`config.mk`:
```
export PLATFORM = sky130hd
export DESIGN_NAME = stream_window_credit_manager_core
export DESIGN_NICKNAME = d
export VERILOG_FILES = /design/src/design/swcm_pkg.sv /design/src/design/swcm_slot_mem.sv /design/src/design/swcm_rsp_reg.sv /design/src/design/stream_window_credit_manager_core.sv
export SDC_FILE = /design/constraint.sdc
export NUM_CORES = 2
export LEC_CHECK = 0
export BUFFER_PORTS_ARGS = -buffer_cell sky130_fd_sc_hd__clkbuf_2
export CORE_MARGIN = 8
export CORE_UTILIZATION = 33
export CTS_CLUSTER_DIAMETER = 30
export CTS_CLUSTER_SIZE = 12
export DETAILED_ROUTE_END_ITERATION = 16
export GPL_TIMING_DRIVEN = 0
export PLACE_DENSITY_LB_ADDON = 0.3
export SLEW_MARGIN = 20
export SYNTH_ARGS = -nofsm -noshare
export SYNTH_HDL_FRONTEND = slang
export SYNTH_SLANG_ARGS = --single-unit
```
`constraint.sdc`:
```
create_clock -name clock -period 22.7 [get_ports clock]
set_clock_uncertainty 0.05 [all_clocks]
set_input_delay 1.135 -clock clock [delete_from_list [all_inputs] [get_ports clock]]
set_output_delay 1.135 -clock clock [all_outputs]
set_load 0.05 [all_outputs]
```
`src/design/swcm_pkg.sv`:
```
`timescale 1ns / 1ps
// Shared types and constants for the stream window credit manager.
// No dependencies; every other design file imports this package.
package swcm_pkg;

   localparam int WIN_W  = 32;   // signed credit window
   localparam int SID_W  = 31;   // stream identifier
   localparam int INC_W  = 32;   // received window update increment
   localparam int LEN_W  = 24;   // data length
   localparam int IWIN_W = 31;   // initial window register

   localparam logic [IWIN_W-1:0] DEFAULT_WINDOW = 31'd65535;

   // event kinds
   localparam logic [2:0] KIND_INIT   = 3'd0;
   localparam logic [2:0] KIND_OPEN   = 3'd1;
   localparam logic [2:0] KIND_UPDATE = 3'd2;
   localparam logic [2:0] KIND_CHECK  = 3'd3;
   localparam logic [2:0] KIND_SEND   = 3'd4;
   localparam logic [2:0] KIND_RECV   = 3'd5;

   // result status codes
   localparam logic [1:0] STATUS_OK      = 2'd0;
   localparam logic [1:0] STATUS_BLOCKED = 2'd1;
   localparam logic [1:0] STATUS_ERROR   = 2'd2;

   typedef enum logic [2:0] {
      ST_IDLE,
      ST_DISPATCH,
      ST_SEARCH,
      ST_LOAD,
      ST_EXEC,
      ST_RECV_SLOT,
      ST_REPLY
   } state_type;

   typedef struct packed {
      logic [SID_W-1:0] sid;
      logic [WIN_W-1:0] send_win;
      logic [WIN_W-1:0] recv_win;
   } slot_entry_type;

   typedef struct packed {
      logic [1:0]       status;
      logic             update_valid;
      logic [SID_W-1:0] update_sid;
      logic [SID_W-1:0] update_inc;
      logic             last;
   } rsp_type;

endpackage

```
`src/design/swcm_slot_mem.sv`:
```
`timescale 1ns / 1ps
// Slot table memory: stream id, send window and receive window per slot.
// One write port, one read port with registered read data. Uses swcm_pkg.
module swcm_slot_mem #(
   parameter int DEPTH  = 16,
   parameter int ADDR_W = 4
) (
   input  logic                    clock,
   input  logic                    wr_en,
   input  logic [ADDR_W-1:0]       wr_addr,
   input  swcm_pkg::slot_entry_type wr_data,
   input  logic                    rd_en,
   input  logic [ADDR_W-1:0]       rd_addr,
   output swcm_pkg::slot_entry_type rd_data
);
   import swcm_pkg::*;

   slot_entry_type mem [DEPTH];
   slot_entry_type rd_data_ff;

   always_ff @(posedge clock) begin
      if (wr_en) begin
         mem[wr_addr] <= wr_data;
      end
      if (rd_en) begin
         rd_data_ff <= mem[rd_addr];
      end
   end

   assign rd_data = rd_data_ff;

endmodule

```
`src/design/swcm_rsp_reg.sv`:
```
`timescale 1ns / 1ps
// Output register for result beats; lets the sequencer finish while a beat waits.
// Uses swcm_pkg for the result record.
module swcm_rsp_reg (
   input  logic                           clock,
   input  logic                           reset,
   input  logic                           load_valid,
   input  swcm_pkg::rsp_type              load_data,
   output logic                           load_ready,
   output logic                           rsp_valid,
   input  logic                           rsp_stall,
   output logic [1:0]                     rsp_status,
   output logic                           rsp_update_valid,
   output logic [swcm_pkg::SID_W-1:0]     rsp_update_stream_num,
   output logic [swcm_pkg::SID_W-1:0]     rsp_update_increment,
   output logic                           rsp_last
);
   import swcm_pkg::*;

   logic    valid_ff, valid_in;
   rsp_type data_ff, data_in;

   // take a new beat when empty or when the held beat leaves this cycle
   assign load_ready = !valid_ff || !rsp_stall;

   always_comb begin
      valid_in = valid_ff;
      data_in  = data_ff;
      if (load_ready) begin
         valid_in = load_valid;
         data_in  = load_data;
      end
   end

   always_ff @(posedge clock) begin
      if (reset) begin
         valid_ff <= 1'b0;
      end else begin
         valid_ff <= valid_in;
      end
   end

   always_ff @(posedge clock) begin
      data_ff <= data_in;
   end

   assign rsp_valid             = valid_ff;
   assign rsp_status            = data_ff.status;
   assign rsp_update_valid      = data_ff.update_valid;
   assign rsp_update_stream_num = data_ff.update_sid;
   assign rsp_update_increment  = data_ff.update_inc;
   assign rsp_last              = data_ff.last;

endmodule

```
`src/design/stream_window_credit_manager_core.sv`:
```
`timescale 1ns / 1ps
// Top level of the stream window credit manager: sequencer, connection windows,
// slot valid bits. Uses swcm_pkg, swcm_slot_mem and swcm_rsp_reg.
//
//   channel   direction  handshake            payload
//   req_      in         req_valid/req_stall  kind, slot, stream_num, increment, data_length
//   rsp_      out        rsp_valid/rsp_stall  status, update_valid, update_stream_num,
//                                             update_increment, last
//   csr_      in         csr_valid/csr_ready  data = initial_window
//
// One event at a time. Init, open and connection updates pass from accept through
// dispatch to reply; check and send add load and exec; receive adds load, exec and
// the receive-slot step (and may give two beats). A stream update scans the slot
// memory through its single read port, one slot a cycle, then on a hit executes.
// Synchronous active-high reset; slot contents are not cleared, only valid bits.
// A stalled result beat holds in the output register; the sequencer waits in the
// reply state until the register frees.
module stream_window_credit_manager_core #(
   parameter int NUM_SLOTS = 16
) (
   input  logic                          clock,
   input  logic                          reset,
   // event beats
   input  logic                          req_valid,
   output logic                          req_stall,
   input  logic [2:0]                    req_kind,
   input  logic [3:0]                    req_slot,
   input  logic [swcm_pkg::SID_W-1:0]    req_stream_num,
   input  logic [swcm_pkg::INC_W-1:0]    req_increment,
   input  logic [swcm_pkg::LEN_W-1:0]    req_data_length,
   // result beats
   output logic                          rsp_valid,
   input  logic                          rsp_stall,
   output logic [1:0]                    rsp_status,
   output logic                          rsp_update_valid,
   output logic [swcm_pkg::SID_W-1:0]    rsp_update_stream_num,
   output logic [swcm_pkg::SID_W-1:0]    rsp_update_increment,
   output logic                          rsp_last,
   // initial window register
   input  logic                          csr_valid,
   output logic                          csr_ready,
   input  logic [swcm_pkg::IWIN_W-1:0]   csr_data
);
   import swcm_pkg::*;

   localparam int SLOT_W = (NUM_SLOTS > 1) ? $clog2(NUM_SLOTS) : 1;
   localparam int CNT_W  = $clog2(NUM_SLOTS + 1);

   // control state
   state_type                state_ff, state_in;
   logic [IWIN_W-1:0]        init_win_ff, init_win_in;
   logic [WIN_W-1:0]         conn_send_ff, conn_send_in;
   logic [WIN_W-1:0]         conn_recv_ff, conn_recv_in;
   logic [NUM_SLOTS-1:0]     slot_valid_ff, slot_valid_in;
   logic                     rd_live_ff, rd_live_in;
   logic                     upd0_v_ff, upd0_v_in;
   logic                     upd1_v_ff, upd1_v_in;

   // held event and working values
   logic [2:0]               kind_ff, kind_in;
   logic [3:0]               slot_ff, slot_in;
   logic [SID_W-1:0]         sid_ff, sid_in;
   logic [INC_W-1:0]         inc_ff, inc_in;
   logic [LEN_W-1:0]         len_ff, len_in;
   logic [CNT_W-1:0]         cnt_ff, cnt_in;
   logic [SLOT_W-1:0]        rd_idx_ff, rd_idx_in;
   logic [SLOT_W-1:0]        hit_idx_ff, hit_idx_in;
   slot_entry_type           ent_ff, ent_in;
   logic [1:0]               status_ff, status_in;
   logic [SID_W-1:0]         upd0_inc_ff, upd0_inc_in;
   logic [SID_W-1:0]         upd1_sid_ff, upd1_sid_in;
   logic [SID_W-1:0]         upd1_inc_ff, upd1_inc_in;

   // memory and output register hookup
   logic                     mem_wr_en;
   logic [SLOT_W-1:0]        mem_wr_addr;
   slot_entry_type           mem_wr_data;
   logic                     mem_rd_en;
   logic [SLOT_W-1:0]        mem_rd_addr;
   slot_entry_type           mem_rd_data;
   logic                     out_load;
   logic                     out_ready;
   rsp_type                  out_data;

   // decoded conditions
   logic [SLOT_W-1:0]        slot_idx;
   logic                     slot_ok, slot_live;
   logic [WIN_W-1:0]         len32, init32, half32;
   logic                     inc_bad;
   logic [WIN_W:0]           conn_sum, ent_sum;
   logic                     conn_over, ent_over;
   logic                     len_gt_init, conn_recv_short, can_send;
   logic [WIN_W-1:0]         conn_recv_left, slot_recv_left;
   logic                     conn_refill, slot_refill, slot_recv_short;
   logic                     search_hit, search_more;

   assign slot_idx  = SLOT_W'(slot_ff);
   assign slot_ok   = int'(slot_ff) < NUM_SLOTS;
   assign slot_live = slot_ok && slot_valid_ff[slot_idx];

   assign len32  = WIN_W'(len_ff);
   assign init32 = WIN_W'(init_win_ff);
   assign half32 = WIN_W'(init_win_ff >> 1);

   // increment must lie in 1 .. 0x7FFFFFFF
   assign inc_bad = (inc_ff == '0) || inc_ff[INC_W-1];

   // 33-bit signed sum; above 0x7FFFFFFF means positive with bit 31 set
   assign conn_sum  = {conn_send_ff[WIN_W-1], conn_send_ff} + {1'b0, inc_ff};
   assign conn_over = !conn_sum[WIN_W] && conn_sum[WIN_W-1];
   assign ent_sum   = {ent_ff.send_win[WIN_W-1], ent_ff.send_win} + {1'b0, inc_ff};
   assign ent_over  = !ent_sum[WIN_W] && ent_sum[WIN_W-1];

   assign len_gt_init     = len32 > init32;
   assign conn_recv_short = $signed(conn_recv_ff) < $signed(len32);
   assign can_send        = ($signed(len32) <= $signed(conn_send_ff)) &&
                            ($signed(len32) <= $signed(ent_ff.send_win));

   assign conn_recv_left  = conn_recv_ff - len32;
   assign conn_refill     = $signed(conn_recv_left) < $signed(half32);
   assign slot_recv_short = $signed(ent_ff.recv_win) < $signed(len32);
   assign slot_recv_left  = ent_ff.recv_win - len32;
   assign slot_refill     = $signed(slot_recv_left) < $signed(half32);

   // scan compare on the data that landed from the previous read
   assign search_hit  = rd_live_ff && slot_valid_ff[rd_idx_ff] &&
                        (mem_rd_data.sid == sid_ff);
   assign search_more = cnt_ff < CNT_W'(NUM_SLOTS);

   assign req_stall = (state_ff != ST_IDLE);
   assign csr_ready = 1'b1;

   // next state
   always_comb begin
      state_in = state_ff;
      unique case (state_ff)
         ST_IDLE: begin
            if (req_valid) begin
               state_in = ST_DISPATCH;
            end
         end
         ST_DISPATCH: begin
            unique case (kind_ff)
               KIND_UPDATE: begin
                  state_in = (!inc_bad && (sid_ff != '0)) ? ST_SEARCH : ST_REPLY;
               end
               KIND_CHECK, KIND_SEND: begin
                  state_in = slot_live ? ST_LOAD : ST_REPLY;
               end
               KIND_RECV: begin
                  state_in = (slot_live && !len_gt_init && !conn_recv_short) ?
                             ST_LOAD : ST_REPLY;
               end
               default: begin
                  state_in = ST_REPLY;
               end
            endcase
         end
         ST_SEARCH: begin
            priority if (search_hit) begin
               state_in = ST_EXEC;
            end else if (!search_more && !rd_live_ff) begin
               state_in = ST_REPLY;
            end else begin
               state_in = ST_SEARCH;
            end
         end
         ST_LOAD: begin
            state_in = ST_EXEC;
         end
         ST_EXEC: begin
            state_in = (kind_ff == KIND_RECV) ? ST_RECV_SLOT : ST_REPLY;
         end
         ST_RECV_SLOT: begin
            state_in = ST_REPLY;
         end
         ST_REPLY: begin
            // stay one more beat when both window updates are pending
            if (out_ready && !(upd0_v_ff && upd1_v_ff)) begin
               state_in = ST_IDLE;
            end
         end
         default: begin
            state_in = ST_IDLE;
         end
      endcase
   end

   // datapath and outputs
   always_comb begin
      init_win_in   = init_win_ff;
      conn_send_in  = conn_send_ff;
      conn_recv_in  = conn_recv_ff;
      slot_valid_in = slot_valid_ff;
      upd0_v_in     = upd0_v_ff;
      upd1_v_in     = upd1_v_ff;
      kind_in       = kind_ff;
      slot_in       = slot_ff;
      sid_in        = sid_ff;
      inc_in        = inc_ff;
      len_in        = len_ff;
      cnt_in        = cnt_ff;
      rd_idx_in     = rd_idx_ff;
      hit_idx_in    = hit_idx_ff;
      ent_in        = ent_ff;
      status_in     = status_ff;
      upd0_inc_in   = upd0_inc_ff;
      upd1_sid_in   = upd1_sid_ff;
      upd1_inc_in   = upd1_inc_ff;
      mem_wr_en     = 1'b0;
      mem_wr_addr   = hit_idx_ff;
      mem_wr_data   = ent_ff;
      mem_rd_en     = 1'b0;
      mem_rd_addr   = slot_idx;
      out_load      = 1'b0;
      out_data      = '0;

      if (csr_valid) begin
         init_win_in = csr_data;
      end

      unique case (state_ff)
         ST_IDLE: begin
            if (req_valid) begin
               kind_in   = req_kind;
               slot_in   = req_slot;
               sid_in    = req_stream_num;
               inc_in    = req_increment;
               len_in    = req_data_length;
               status_in = STATUS_OK;
               upd0_v_in = 1'b0;
               upd1_v_in = 1'b0;
            end
         end
         ST_DISPATCH: begin
            cnt_in = '0;
            unique case (kind_ff)
               KIND_INIT: begin
                  conn_send_in = init32;
                  conn_recv_in = init32;
               end
               KIND_OPEN: begin
                  if (slot_ok) begin
                     mem_wr_en            = 1'b1;
                     mem_wr_addr          = slot_idx;
                     mem_wr_data.sid      = sid_ff;
                     mem_wr_data.send_win = init32;
                     mem_wr_data.recv_win = init32;
                     slot_valid_in[slot_idx] = 1'b1;
                  end else begin
                     status_in = STATUS_ERROR;
                  end
               end
               KIND_UPDATE: begin
                  priority if (inc_bad) begin
                     status_in = STATUS_ERROR;
                  end else if (sid_ff == '0) begin
                     if (conn_over) begin
                        status_in = STATUS_ERROR;
                     end else begin
                        conn_send_in = conn_sum[WIN_W-1:0];
                     end
                  end else begin
                     // stream update: the slot scan takes over
                  end
               end
               KIND_CHECK, KIND_SEND: begin
                  if (slot_live) begin
                     mem_rd_en = 1'b1;
                  end else begin
                     status_in = STATUS_ERROR;
                  end
               end
               KIND_RECV: begin
                  if (slot_live && !len_gt_init && !conn_recv_short) begin
                     mem_rd_en = 1'b1;
                  end else begin
                     status_in = STATUS_ERROR;
                  end
               end
               default: begin
                  status_in = STATUS_ERROR;
               end
            endcase
         end
         ST_SEARCH: begin
            // one read issued and one compare done per cycle, lowest slot first
            priority if (search_hit) begin
               ent_in     = mem_rd_data;
               hit_idx_in = rd_idx_ff;
            end else if (search_more) begin
               mem_rd_en   = 1'b1;
               mem_rd_addr = cnt_ff[SLOT_W-1:0];
               cnt_in      = cnt_ff + 1'b1;
            end else begin
               // every slot read; wait for the last compare
            end
         end
         ST_LOAD: begin
            ent_in     = mem_rd_data;
            hit_idx_in = slot_idx;
         end
         ST_EXEC: begin
            unique case (kind_ff)
               KIND_UPDATE: begin
                  if (ent_over) begin
                     status_in = STATUS_ERROR;
                  end else begin
                     mem_wr_en            = 1'b1;
                     mem_wr_data.send_win = ent_sum[WIN_W-1:0];
                  end
               end
               KIND_CHECK: begin
                  status_in = can_send ? STATUS_OK : STATUS_BLOCKED;
               end
               KIND_SEND: begin
                  // no check: windows wrap
                  conn_send_in         = conn_send_ff - len32;
                  mem_wr_en            = 1'b1;
                  mem_wr_data.send_win = ent_ff.send_win - len32;
               end
               KIND_RECV: begin
                  if (conn_refill) begin
                     conn_recv_in = init32;
                     upd0_v_in    = 1'b1;
                     upd0_inc_in  = SID_W'(init32 - conn_recv_left);
                  end else begin
                     conn_recv_in = conn_recv_left;
                  end
               end
               default: begin
               end
            endcase
         end
         ST_RECV_SLOT: begin
            if (slot_recv_short) begin
               status_in = STATUS_ERROR;
            end else begin
               mem_wr_en = 1'b1;
               if (slot_refill) begin
                  mem_wr_data.recv_win = init32;
                  upd1_v_in   = 1'b1;
                  upd1_sid_in = ent_ff.sid;
                  upd1_inc_in = SID_W'(init32 - slot_recv_left);
               end else begin
                  mem_wr_data.recv_win = slot_recv_left;
               end
            end
         end
         ST_REPLY: begin
            out_load = 1'b1;
            priority if (upd0_v_ff) begin
               out_data.status       = upd1_v_ff ? STATUS_OK : status_ff;
               out_data.update_valid = 1'b1;
               out_data.update_sid   = '0;
               out_data.update_inc   = upd0_inc_ff;
               out_data.last         = !upd1_v_ff;
            end else if (upd1_v_ff) begin
               out_data.status       = status_ff;
               out_data.update_valid = 1'b1;
               out_data.update_sid   = upd1_sid_ff;
               out_data.update_inc   = upd1_inc_ff;
               out_data.last         = 1'b1;
            end else begin
               out_data.status       = status_ff;
               out_data.last         = 1'b1;
            end
            if (out_ready) begin
               // drop the connection beat first, then the stream beat
               if (upd0_v_ff) begin
                  upd0_v_in = 1'b0;
               end else begin
                  upd1_v_in = 1'b0;
               end
            end
         end
         default: begin
         end
      endcase

      rd_live_in = mem_rd_en;
      if (mem_rd_en) begin
         rd_idx_in = mem_rd_addr;
      end
   end

   always_ff @(posedge clock) begin
      if (reset) begin
         state_ff      <= ST_IDLE;
         init_win_ff   <= DEFAULT_WINDOW;
         conn_send_ff  <= WIN_W'(DEFAULT_WINDOW);
         conn_recv_ff  <= WIN_W'(DEFAULT_WINDOW);
         slot_valid_ff <= '0;
         rd_live_ff    <= 1'b0;
         upd0_v_ff     <= 1'b0;
         upd1_v_ff     <= 1'b0;
      end else begin
         state_ff      <= state_in;
         init_win_ff   <= init_win_in;
         conn_send_ff  <= conn_send_in;
         conn_recv_ff  <= conn_recv_in;
         slot_valid_ff <= slot_valid_in;
         rd_live_ff    <= rd_live_in;
         upd0_v_ff     <= upd0_v_in;
         upd1_v_ff     <= upd1_v_in;
      end
   end

   always_ff @(posedge clock) begin
      kind_ff     <= kind_in;
      slot_ff     <= slot_in;
      sid_ff      <= sid_in;
      inc_ff      <= inc_in;
      len_ff      <= len_in;
      cnt_ff      <= cnt_in;
      rd_idx_ff   <= rd_idx_in;
      hit_idx_ff  <= hit_idx_in;
      ent_ff      <= ent_in;
      status_ff   <= status_in;
      upd0_inc_ff <= upd0_inc_in;
      upd1_sid_ff <= upd1_sid_in;
      upd1_inc_ff <= upd1_inc_in;
   end

   swcm_slot_mem #(
      .DEPTH  (NUM_SLOTS),
      .ADDR_W (SLOT_W)
   ) u_slot_mem (
      .clock   (clock),
      .wr_en   (mem_wr_en),
      .wr_addr (mem_wr_addr),
      .wr_data (mem_wr_data),
      .rd_en   (mem_rd_en),
      .rd_addr (mem_rd_addr),
      .rd_data (mem_rd_data)
   );

   swcm_rsp_reg u_rsp_reg (
      .clock                 (clock),
      .reset                 (reset),
      .load_valid            (out_load),
      .load_data             (out_data),
      .load_ready            (out_ready),
      .rsp_valid             (rsp_valid),
      .rsp_stall             (rsp_stall),
      .rsp_status            (rsp_status),
      .rsp_update_valid      (rsp_update_valid),
      .rsp_update_stream_num (rsp_update_stream_num),
      .rsp_update_increment  (rsp_update_increment),
      .rsp_last              (rsp_last)
   );

   // one event in flight: the cycle after an accept the input is held off
   a_one_event: assert property (@(posedge clock) disable iff (reset)
      (req_valid && !req_stall) |=> req_stall)
      else $error("event accepted while another is in flight");

   a_plain_beat_zero: assert property (@(posedge clock) disable iff (reset)
      (rsp_valid && !rsp_update_valid) |->
      (rsp_update_stream_num == '0 && rsp_update_increment == '0))
      else $error("beat without update carries update fields");

   a_first_beat: assert property (@(posedge clock) disable iff (reset)
      (rsp_valid && !rsp_last) |-> (rsp_update_valid && rsp_status == STATUS_OK))
      else $error("leading beat is not a clean window update");

   a_update_nonzero: assert property (@(posedge clock) disable iff (reset)
      (rsp_valid && rsp_update_valid) |-> (rsp_update_increment != '0))
      else $error("window update with zero increment");

   a_read_in_range: assert property (@(posedge clock) disable iff (reset)
      mem_rd_en |-> (int'(mem_rd_addr) < NUM_SLOTS))
      else $error("slot memory read beyond table");

endmodule
```
==> flow_summary.json <==
{
  "first_global_vias": 70764,
  "vias": 73100,
  "slowest_stage": "a222oi_1",
  "initial_core_util": 0.332,
  "postSynthAreaPerCell_sq_um": 11.6,
  "hpwl_mm": 250,
  "holdBufCountCts": 0,
  "routed_wl_mm": 344,
  "dp.cells": 12707,
  "slew_headroom": 0.144,
  "multi_input_area_sq_um": 32100,
  "crit_path_end_kind": "flip-flop",
  "clockRootBuffer": "clkbuf_16",
  "async_flop_share": 0,
  "ir_drop_mv": 0.0954,
  "grt_use_total": 0.213,
  "netlist_area_sq_um": 96500,
  "final_cells": 13454,
  "h-tree-depth": 5,
  "critPathTopFamily": "compound AO/OA/AOI/OAI gates",
  "grt_setup_unrepaired": "no",
  "fmax_mhz": 101,
  "yosys_warnings": 0,
  "drive_above_1_share": 0.143,
  "routedWlPerCell_um": 25.6,
  "ctsLongestPathBuffers": 4,
  "cpMostUsedCell": "inv_1",
  "nets": 9701,
  "slowest_delay_ns": 0.94,
  "maxSlewViolCount": 0,
  "p_leak_uw": 0.0444,
  "ys_ff_latch": 2096,
  "synth_edf_count": 1978,
  "clk_pin_slew_worst_paths_ns": 0.06,
  "via_per_inst": 5.43,
  "hold_viol_final": 0,
  "area_growth_pct": 23.0,
  "clock_sinks": 2096,
  "tritoncts": "yes",
  "numPortBuffers": 196,
  "yosysSeqAreaShare": 0.640,
  "post_cts_buffers": 0,
  "drtIter0Drc": 8514,
  "grt_first_pass_wirelength_mm": 490,
  "clkLatencyLatePin_ns": 0.92,
  "register_area_sq_um": 61800,
  "core_sq_um": 291000,
  "ios": 199,
  "synth_ff_type": "edfxtp_1",
  "netlist_top_cells_area": "edfxtp_1 (62%), nand2_1 (7.1%), nand3_1 (5.2%)",
  "synth_cell_types": 93,
  "synthTopCellsByCount": "edfxtp_1 (1978), nand2_1 (1821), nand3_1 (1007)",
  "synth_nets": 8838,
  "antenna_found_initial": 23,
  "synth.most_common_cell": "edfxtp_1",
  "dp_slack_ns": 12.71,
  "min_period_over_period": 0.437,
  "final_core_util": 0.408,
  "dieWidth_um": 557,
  "critPathKind": "flip-flop to flip-flop",
  "crit_arrival_ns": 10.39,
  "syn-instance-count": 8347,
  "nFillCells": 27233,
  "powerDensity_nw_per_um2": 130,
  "power.total_uw": 15400,
  "hp-class": "primary input to flip-flop",
  "fin_ws_ns": 12.78,
  "max_cap_violations": 0,
  "drt_first_pass_iters": 7,
  "outcome": "finished clean",
  "cp_num_buf_inv": 6,
  "grt.overflow.total": 0,
  "crit_path_max_fanout": 32,
  "numCtsBuffers": 395,
  "placementRows": 198,
  "min_period_ns": 9.92,
  "setup-tns-final_ns": 0,
  "gp_congestion": 0.955,
  "worst_pin_slew_ns": 1.28,
  "drtAntennaViolNets": 0,
  "cp.required_ns": 23.17,
  "dieArea_sq_um": 310000,
  "synth_top_area_cell": "edfxtp_1",
  "drc": 0,
  "synth_top_area_share": 0.615,
  "cts.repair.resized": 0,
  "startpoint_type": "flip-flop",
  "setup_violations": 0,
  "grt_max_degree": 47,
  "fp.dieH_um": 557
}
## flip-flops by register name (all words and copies together) (netlist names), 32 cells and up
name / count
conn_recv_ff: 32
conn_send_ff: 32
ent_ff: 95
inc_ff: 32
u_slot_mem.mem: 1520
u_slot_mem.rd_data: 95
## worst reg2reg max path: cells and delay by family (launching register included)
family	cells	cell delay, ns
AOI/OAI and AO/OA	7	2.82
xor gates and xnor gates	1	0.67
adders and majority gates	3	1.28
buffers and inverters	6	1.77
DFF	1	0.66
and+or+nand+nor	8	2.36
## logic make-up after synthesis
| logic type | count (synthesis) | share of synthesized area |
|---|---|---|
| and+or+nand+nor | 3768 | 0.177 |
| DFF | 2096 | 0.640 |
| AOI/OAI and AO/OA | 1137 | 0.0790 |
| buffers and inverters | 712 | 0.0296 |
| adders and majority gates | 361 | 0.0474 |
| xor gates and xnor gates | 234 | 0.0213 |
| muxes | 38 | 0.00541 |
| other | 1 | 0.0000389 |
## report_power, final
group          switching, uW  internal, uW
Clock                   2030          3870
Sequential               242          4670
Combinational           3240          1370
Total                   5520          9920
## cell type report
| cell class | count | share of cell area |
|---|---|---|
| multi-input combinational | 5539 | 0.271 |
| clock buffer | 462 | 0.0867 |
| timing repair buffer | 466 | 0.0296 |
| tap | 3900 | 0.0411 |
| sequential | 2096 | 0.520 |
| antenna | 10 | 0.000211 |
| buffer | 458 | 0.0162 |
| inverter | 254 | 0.00803 |
| clock inverter | 269 | 0.0274 |
## per-layer routing
metal	GRT usage	vias up	wire, um
li1	-	32681	-
met4	0.0992	4	17100
met5	0	-	23
met1	0.297	35982	147000
met2	0.316	3732	146000
met3	0.0470	701	33300
## worst paths after layout
check / start / slack (ns) / to / cells past startpoint
min reg2reg: u_slot_mem.rd_data[15] / 0.36 / ent_ff[15] / 0
max reg2reg: len_ff[1] / 12.78 / u_slot_mem.mem[14][9] / 25
max: len_ff[1] / 12.78 / u_slot_mem.mem[14][9] / 25
min: req_stream_num[8] / 0.36 / sid_ff[8] / 1
## metrics by stage
stage | cell area (sq um) | hold slack, ns
after floorplan | 96500 | 0.350
after global placement | 102000 | 0.353
after detailed placement | 105000 | 0.355
after CTS | 119000 | 0.278
after global routing | 119000 | 0.304
final | 119000 | 0.357
## layout by cell type (no fill, tap or decap), drive strengths merged, types with 21 or more instances in the layout
master,instances
bufinv,54
xnor2,158
nor3,88
dfxtp,118
or3,27
a211oi,46
o211ai,87
nand4,331
o21ai,219
nor2b,40
nand3,1007
clkinv,136
a21oi,276
a22o,39
ha,353
clkinvlp,43
a21o,124
a22oi,23
edfxtp,1978
xor2,76
nand2b,34
clkbuf,946
and3,28
buf,440
o21bai,22
nor2,240
nand2,1822
a31oi,41
nor4,35
and2,61
inv,290
mux2i,21
a222oi,30
o21a,58
No activity file was read; power rests on OpenSTA's default activity.
